<file path="config.mk">
export PLATFORM = sky130hd
export DESIGN_NAME = button_short_long_press_top_flat
export DESIGN_NICKNAME = d
export VERILOG_FILES = /design/src/rtl/core/bslp_pkg.sv /design/src/rtl/core/bslp_in_if.sv /design/src/rtl/core/bslp_out_if.sv /design/src/rtl/core/bslp_cfg_regs.sv /design/src/rtl/core/bslp_step.sv /design/src/rtl/core/button_short_long_press_top.sv /design/src/flat_wrapper.sv
export SDC_FILE = /design/constraint.sdc
export NUM_CORES = 1
export LEC_CHECK = 0
export BUFFER_PORTS_ARGS = -buffer_cell sky130_fd_sc_hd__buf_2
export CORE_MARGIN = 2
export CORE_UTILIZATION = 60
export CTS_CLUSTER_DIAMETER = 200
export DETAILED_ROUTE_END_ITERATION = 8
export MAX_ROUTING_LAYER = met4
export PLACE_DENSITY = 0.82
export REMOVE_ABC_BUFFERS = 1
export SLEW_MARGIN = 20
export SYNTH_ARGS = -nofsm -noshare
export SYNTH_HDL_FRONTEND = slang
export SYNTH_SLANG_ARGS = --single-unit
</file>
<file path="constraint.sdc">
create_clock -name clk -period 4.2 [get_ports clk]
set_clock_uncertainty 0.2 [all_clocks]
set_input_delay 1.26 -clock clk [delete_from_list [all_inputs] [get_ports clk]]
set_output_delay 1.26 -clock clk [all_outputs]
set_load 0.01 [all_outputs]
</file>
<file path="src/rtl/core/bslp_pkg.sv">
`timescale 1ns / 1ps
// ----------------------------------------------------------------------------
// bslp_pkg
// Types and codes shared by the short/long press classifier.
// ----------------------------------------------------------------------------
package bslp_pkg;

  localparam int COUNT_WIDTH_DEF = 8;
  localparam int CFG_WIDTH       = 8;
  localparam int CFG_IDX_WIDTH   = 1;

  // register indexes
  localparam logic [CFG_IDX_WIDTH-1:0] CFG_IDX_LONG_PRESS = 1'd0;
  localparam logic [CFG_IDX_WIDTH-1:0] CFG_IDX_DEBOUNCE   = 1'd1;

  localparam logic [CFG_WIDTH-1:0] LONG_PRESS_RST = 8'd5;
  localparam logic [CFG_WIDTH-1:0] DEBOUNCE_RST   = 8'd0;

  // item modes
  localparam logic MODE_TICK = 1'b0;
  localparam logic MODE_READ = 1'b1;

  // phases
  localparam logic [1:0] PH_WAIT     = 2'd0;
  localparam logic [1:0] PH_PRESSED  = 2'd1;
  localparam logic [1:0] PH_LONG     = 2'd2;
  localparam logic [1:0] PH_DEBOUNCE = 2'd3;

  // event codes
  localparam logic [1:0] EV_NONE  = 2'd0;
  localparam logic [1:0] EV_SHORT = 2'd1;
  localparam logic [1:0] EV_LONG  = 2'd2;

  typedef struct packed {
    logic [CFG_WIDTH-1:0] long_press_ticks;
    logic [CFG_WIDTH-1:0] debounce_ticks;
  } cfg_t;

  typedef struct packed {
    logic mode;
    logic pin_level;
  } item_t;

  typedef struct packed {
    logic [1:0] event_code;
    logic [1:0] phase;
  } result_t;

endpackage

</file>
<file path="src/rtl/core/bslp_in_if.sv">
`timescale 1ns / 1ps
// ----------------------------------------------------------------------------
// bslp_in_if
// Input channel: tick or read items with valid/ready handshake.
// ----------------------------------------------------------------------------
interface bslp_in_if;
  logic valid;
  logic ready;
  logic mode;
  logic pin_level;

  modport source (output valid, output mode, output pin_level, input ready);
  modport sink   (input valid, input mode, input pin_level, output ready);
endinterface

</file>
<file path="src/rtl/core/bslp_out_if.sv">
`timescale 1ns / 1ps
// ----------------------------------------------------------------------------
// bslp_out_if
// Result channel: event code and phase with valid/ready handshake.
// ----------------------------------------------------------------------------
interface bslp_out_if;
  logic       valid;
  logic       ready;
  logic [1:0] event_code;
  logic [1:0] phase;

  modport source (output valid, output event_code, output phase, input ready);
  modport sink   (input valid, input event_code, input phase, output ready);
endinterface

</file>
<file path="src/rtl/core/bslp_cfg_regs.sv">
`timescale 1ns / 1ps
// ----------------------------------------------------------------------------
// bslp_cfg_regs
// Configuration registers for long-press and debounce tick counts.
// ----------------------------------------------------------------------------
module bslp_cfg_regs (
  input  logic                                 clk,
  input  logic                                 rst_n,
  input  logic                                 cfg_we,
  input  logic [bslp_pkg::CFG_IDX_WIDTH-1:0]   cfg_index,
  input  logic [bslp_pkg::CFG_WIDTH-1:0]       cfg_wdata,
  output bslp_pkg::cfg_t                       cfg
);

  bslp_pkg::cfg_t cfg_r;
  bslp_pkg::cfg_t cfg_nxt;

  always_comb begin
    cfg_nxt = cfg_r;
    if (cfg_we) begin
      case (cfg_index)
        bslp_pkg::CFG_IDX_LONG_PRESS: cfg_nxt.long_press_ticks = cfg_wdata;
        bslp_pkg::CFG_IDX_DEBOUNCE:   cfg_nxt.debounce_ticks   = cfg_wdata;
        default:                      cfg_nxt = cfg_r;
      endcase
    end
  end

  always_ff @(posedge clk) begin
    if (!rst_n) begin
      cfg_r.long_press_ticks <= bslp_pkg::LONG_PRESS_RST;
      cfg_r.debounce_ticks   <= bslp_pkg::DEBOUNCE_RST;
    end else begin
      cfg_r <= cfg_nxt;
    end
  end

  assign cfg = cfg_r;

endmodule

</file>
<file path="src/rtl/core/bslp_step.sv">
`timescale 1ns / 1ps
// ----------------------------------------------------------------------------
// bslp_step
// Phase, tick counter and pending event; one item processed per fire.
// ----------------------------------------------------------------------------
module bslp_step #(
  parameter int COUNT_WIDTH = bslp_pkg::COUNT_WIDTH_DEF
) (
  input  logic              clk,
  input  logic              rst_n,
  input  logic              fire,
  input  bslp_pkg::item_t   item,
  input  bslp_pkg::cfg_t    cfg,
  output bslp_pkg::result_t result
);

  logic [1:0]             phase_r;
  logic [1:0]             phase_nxt;
  logic [COUNT_WIDTH-1:0] cnt_r;
  logic [COUNT_WIDTH-1:0] cnt_nxt;
  logic [1:0]             pend_r;
  logic [1:0]             pend_nxt;
  logic [COUNT_WIDTH-1:0] long_load;
  logic [COUNT_WIDTH-1:0] deb_load;
  logic                   cnt_zero;
  logic                   released;

  assign long_load = COUNT_WIDTH'(cfg.long_press_ticks);
  assign deb_load  = COUNT_WIDTH'(cfg.debounce_ticks);
  assign cnt_zero  = (cnt_r == '0);
  assign released  = item.pin_level;

  always_comb begin
    phase_nxt = phase_r;
    cnt_nxt   = cnt_r;
    pend_nxt  = pend_r;
    if (item.mode == bslp_pkg::MODE_READ) begin
      pend_nxt = bslp_pkg::EV_NONE;
    end else begin
      case (phase_r)
        bslp_pkg::PH_WAIT: begin
          // press only taken while nothing is pending
          if (pend_r == bslp_pkg::EV_NONE && !released) begin
            cnt_nxt   = long_load;
            phase_nxt = bslp_pkg::PH_PRESSED;
          end
        end
        bslp_pkg::PH_PRESSED: begin
          if (released) begin
            phase_nxt = bslp_pkg::PH_DEBOUNCE;
            cnt_nxt   = deb_load;
            pend_nxt  = bslp_pkg::EV_SHORT;
          end else if (cnt_zero) begin
            phase_nxt = bslp_pkg::PH_LONG;
          end else begin
            cnt_nxt = cnt_r - COUNT_WIDTH'(1);
          end
        end
        bslp_pkg::PH_LONG: begin
          if (released) begin
            phase_nxt = bslp_pkg::PH_DEBOUNCE;
            cnt_nxt   = deb_load;
            pend_nxt  = bslp_pkg::EV_LONG;
          end
        end
        default: begin
          if (cnt_zero) begin
            phase_nxt = bslp_pkg::PH_WAIT;
          end else begin
            cnt_nxt = cnt_r - COUNT_WIDTH'(1);
          end
        end
      endcase
    end
  end

  // a read reports the event before its clear, a tick the one after
  always_comb begin
    result.phase      = phase_nxt;
    result.event_code = (item.mode == bslp_pkg::MODE_READ) ? pend_r : pend_nxt;
  end

  always_ff @(posedge clk) begin
    if (!rst_n) begin
      phase_r <= bslp_pkg::PH_WAIT;
      cnt_r   <= '0;
      pend_r  <= bslp_pkg::EV_NONE;
    end else if (fire) begin
      phase_r <= phase_nxt;
      cnt_r   <= cnt_nxt;
      pend_r  <= pend_nxt;
    end
  end

endmodule

</file>
<file path="src/rtl/core/button_short_long_press_top.sv">
`timescale 1ns / 1ps
// ----------------------------------------------------------------------------
// button_short_long_press_top
// Short/long press classifier for an active-low push button.
// ----------------------------------------------------------------------------
// Takes one item per clock cycle unless stalled: a tick carries one pin sample
// (0 = pressed) and advances the wait/pressed/long/debounce phases, a read
// returns the pending event and clears it. Every item gives exactly one
// result: it is held in the input register, then the phase update writes the
// result register. While a result waits, the input register takes one more
// item and then both sides stall cleanly under backpressure.
// Configuration writes take effect on the next cycle and are expected only
// while no item is in flight.
module button_short_long_press_top #(
  parameter int COUNT_WIDTH = bslp_pkg::COUNT_WIDTH_DEF
) (
  input  logic                               clk,
  input  logic                               rst_n,
  bslp_in_if.sink                            in_ch,
  bslp_out_if.source                         out_ch,
  input  logic                               cfg_we,
  input  logic [bslp_pkg::CFG_IDX_WIDTH-1:0] cfg_index,
  input  logic [bslp_pkg::CFG_WIDTH-1:0]     cfg_wdata
);

  bslp_pkg::cfg_t    cfg;
  bslp_pkg::item_t   s1_item_r;
  logic              s1_valid_r;
  logic              s1_adv;
  bslp_pkg::result_t step_res;
  bslp_pkg::result_t out_res_r;
  logic              out_valid_r;

  bslp_cfg_regs u_cfg (
    .clk       (clk),
    .rst_n     (rst_n),
    .cfg_we    (cfg_we),
    .cfg_index (cfg_index),
    .cfg_wdata (cfg_wdata),
    .cfg       (cfg)
  );

  bslp_step #(
    .COUNT_WIDTH (COUNT_WIDTH)
  ) u_step (
    .clk    (clk),
    .rst_n  (rst_n),
    .fire   (s1_adv),
    .item   (s1_item_r),
    .cfg    (cfg),
    .result (step_res)
  );

  // item moves on when the result register is free or being emptied
  assign s1_adv      = s1_valid_r && (!out_valid_r || out_ch.ready);
  assign in_ch.ready = !s1_valid_r || s1_adv;

  always_ff @(posedge clk) begin
    if (!rst_n) begin
      s1_valid_r  <= 1'b0;
      out_valid_r <= 1'b0;
    end else begin
      if (in_ch.ready) begin
        s1_valid_r <= in_ch.valid;
      end
      if (s1_adv) begin
        out_valid_r <= 1'b1;
      end else if (out_ch.ready) begin
        out_valid_r <= 1'b0;
      end
    end
  end

  always_ff @(posedge clk) begin
    if (in_ch.ready && in_ch.valid) begin
      s1_item_r.mode      <= in_ch.mode;
      s1_item_r.pin_level <= in_ch.pin_level;
    end
    if (s1_adv) begin
      out_res_r <= step_res;
    end
  end

  assign out_ch.valid      = out_valid_r;
  assign out_ch.event_code = out_res_r.event_code;
  assign out_ch.phase      = out_res_r.phase;

endmodule

</file>
<file path="src/flat_wrapper.sv">
// flat-port wrapper written by rule: the top's interface ports become plain ports
module button_short_long_press_top_flat 
#(
  parameter int COUNT_WIDTH = bslp_pkg::COUNT_WIDTH_DEF
)
  (clk, rst_n, cfg_we, cfg_index, cfg_wdata, in_ch_valid, in_ch_mode, in_ch_pin_level, in_ch_ready, out_ch_valid, out_ch_event_code, out_ch_phase, out_ch_ready);
  bslp_in_if in_ch_i ();
  bslp_out_if out_ch_i ();
  input  logic clk;
  input  logic rst_n;
  input  logic cfg_we;
  input  logic [bslp_pkg::CFG_IDX_WIDTH-1:0] cfg_index;
  input  logic [bslp_pkg::CFG_WIDTH-1:0] cfg_wdata;
  input wire logic [$bits(in_ch_i.valid)-1:0] in_ch_valid;
  input wire logic [$bits(in_ch_i.mode)-1:0] in_ch_mode;
  input wire logic [$bits(in_ch_i.pin_level)-1:0] in_ch_pin_level;
  output wire logic [$bits(in_ch_i.ready)-1:0] in_ch_ready;
  output wire logic [$bits(out_ch_i.valid)-1:0] out_ch_valid;
  output wire logic [$bits(out_ch_i.event_code)-1:0] out_ch_event_code;
  output wire logic [$bits(out_ch_i.phase)-1:0] out_ch_phase;
  input wire logic [$bits(out_ch_i.ready)-1:0] out_ch_ready;
  assign in_ch_i.valid = in_ch_valid;
  assign in_ch_i.mode = in_ch_mode;
  assign in_ch_i.pin_level = in_ch_pin_level;
  assign in_ch_ready = in_ch_i.ready;
  assign out_ch_valid = out_ch_i.valid;
  assign out_ch_event_code = out_ch_i.event_code;
  assign out_ch_phase = out_ch_i.phase;
  assign out_ch_i.ready = out_ch_ready;
  button_short_long_press_top #(.COUNT_WIDTH(COUNT_WIDTH)) u_core (.clk(clk), .rst_n(rst_n), .in_ch(in_ch_i), .out_ch(out_ch_i), .cfg_we(cfg_we), .cfg_index(cfg_index), .cfg_wdata(cfg_wdata));
endmodule
</file>
==> impl_metrics.env <==
export IMPL_endpoint_kind="primary output"
export IMPL_die_h_um=60.58
export IMPL_ys_warn_count=0
export IMPL_ir_drop_mv=0.2140
export IMPL_synth_async_sr_flop_share=0
export IMPL_cp_start_kind="input pin"
export IMPL_maxSlewViolCount=0
export IMPL_vias_per_cell=6.182
export IMPL_die_width_um=60.58
export IMPL_grt_total_usage=0.2509
export IMPL_syn_mean_instance_area_um2=8.810
export IMPL_cts_setup_buffers=0
export IMPL_setup_tns_ps=0
export IMPL_leakagePower_uw=0.0008082
export IMPL_postSynthCellCount=218
export IMPL_overflow=0
export IMPL_max_cap_violations=0
export IMPL_syn2layout_area_growth_pct=8.534
export IMPL_num_antenna_cells=0
export IMPL_die_area_um2=3669
export IMPL_drtPass1Iterations=4
export IMPL_clk_latency_ps=340
export IMPL_route_detailed_drc=0
export IMPL_hpwl_um=2969
export IMPL_critical_path_arrival_ps=1830
export IMPL_tritoncts="yes"
export IMPL_fp_row_count=20
export IMPL_ctsResizeCount=0
export IMPL_io_buffers=21
export IMPL_synth_top_area_share=0.3127
export IMPL_rsz0062_at_grt="false"
export IMPL_wl_per_cell_um=14.77
export IMPL_crit_fanout=5
export IMPL_cts_buffer_depth=2
export IMPL_cts_sinks=36
export IMPL_instances_no_fill=275
export IMPL_seq_area_frac_synth=0.4065
export IMPL_final_period_utilization=0.7822
export IMPL_relSlewSlack=0.5303
export IMPL_holdBufCountCts=0
export IMPL_yosysTopAreaCell="dfxtp_1"
export IMPL_synthesis_area_um2=1921
export IMPL_synth_distinct_cells=41
export IMPL_synth_most_common_cell="nand2_1"
export IMPL_hold_violations=0
export IMPL_fmax_ghz=0.3044
export IMPL_whs_ps=271.8
export IMPL_grt_pass1_vias=1477
export IMPL_drive_above_1_share=0.1429
export IMPL_postRouteAntennaNets=0
export IMPL_antenna_found_initial=0
export IMPL_placed_cells=267
export IMPL_fp_coreArea_um2=3053
export IMPL_synth_edf_count=6
export IMPL_start_util=0.6291
export IMPL_finalPower_uw=685.5
export IMPL_ys_top_cells_by_area="dfxtp_1 (31%), edfxtp_1 (9.4%), nand2_1 (6.6%), a21boi_0 (6.3%), a32o_1 (4.2%)"
export IMPL_grt_pass1_wl_um=6644
export IMPL_required_ps=2740
export IMPL_ios=22
export IMPL_run_status="completed"
export IMPL_wl_um=4063
export IMPL_rrSetupSlack_ps=1850
export IMPL_nets=252
export IMPL_fin_crit_ps=3285
export IMPL_power_density_nw_per_um2=328.9
export IMPL_grt_max_degree=35
export IMPL_ys_flop_type="dfxtp_1"
export IMPL_hold_path_class="reg -> reg"
export IMPL_synth_common_cells="nand2_1 (34), dfxtp_1 (30), a21boi_0 (16)"
export IMPL_path_class="in -> out"
export IMPL_setup_viol=0
export IMPL_tightest_slew_ps=700.4
export IMPL_drt_initial_drc_count=110
export IMPL_clk_pin_slew_worst_paths_ps=100
export IMPL_finalWeightedCongestion=0.9401
export IMPL_vias=1700
export IMPL_cts_buffers=5
export IMPL_synth_seq_cells=36
export IMPL_clock_root_buffer="clkbuf_4"
export IMPL_cts_max_level=2
## report_power, final
part           total (uW)  internal (uW)  switching (uW)
combinational        97.8           39.2            58.5
sequential            376            365            11.0
clock                 212           98.5             113
## metal layers
layer | track usage | vias to the layer above | share of wire
li1 | - | 842 | -
met1 | 0.3541 | 789 | 0.46
met2 | 0.3518 | 63 | 0.45
met3 | 0.06183 | 6 | 0.074
met4 | 0.08075 | 0 | 0.011
met5 | - | - | 0
## final timing paths
check,from,end,cells after the start
worst max register to register,u_core.u_step.cnt_r[0],u_core.out_ch.phase[0],6
worst min register to register,u_core.u_cfg.cfg[7],u_core.u_cfg.cfg[7],2
worst min-delay path,u_core.u_cfg.cfg[7],u_core.u_cfg.cfg[7],2
worst max-delay path,out_ch_ready,in_ch_ready,4
## worst max-delay path: stages
cell     delay (ps)
buf_2            90
nor2b_1         220
nand2_1         100
buf_2           150
## logic make-up (layout without fill, tap and decap cells)
| group | count (synthesis) | in the layout | synth area share |
|---|---|---|---|
| AOI/OAI and AO/OA | 74 | 74 | 0.3023 |
| adders and majority gates | 6 | 6 | 0.03909 |
| buffers and inverters | 26 | 39 | 0.05342 |
| DFF | 36 | 36 | 0.4065 |
| and+or+nand+nor | 76 | 76 | 0.1987 |
## through the flow
step / worst slack [ps] / cell area (um2) / util
2_1_floorplan: 1154 / 1856 / -
3_3_place_gp: 935.3 / 2016 / 0.6602
3_5_place_dp: 911.3 / 2016 / 0.6602
4_1_cts: 911.0 / 2085 / 0.6828
5_1_grt: 841.6 / 2085 / 0.6828
6_report: 914.9 / 2085 / 0.6828
## flip-flops by register name, indices dropped and copies added, names as in the netlist
signal / flops
u_core.u_step.pend_r: 2
u_core.out_ch.valid: 1
u_core.u_step.phase_r: 2
u_core.s1_item_r: 2
u_core.u_step.cnt_r: 8
u_core.u_cfg.cfg: 16
u_core.s1_valid_r: 1
u_core.out_ch.event_code: 2
u_core.out_ch.phase: 2
## area by class of cell
class	instances	area [um2]
well taps	44	55.05
flip-flops and latches	36	780.7
multi-input cells	156	1037
clock buffers	8	68.82
fillers	269	968.4
inverters	10	37.54
repair buffers	21	105.1
## layout by cell type, fill, tap and decap left out, types with 3 or more instances in the layout
cell type  instances
nand2_1           34
dfxtp_1           30
buf_2             21
a21boi_0          16
nand3_1           14
inv_1             10
a22oi_1            8
a32o_1             8
a21oi_1            7
o22ai_1            7
o211ai_1           7
ha_1               6
edfxtp_1           6
nor2b_1            5
o32ai_1            5
clkbuf_4           5
nand2b_1           4
a21o_1             4
nor3_1             3
nor2_1             3
Power figures use the tool's default switching activity.
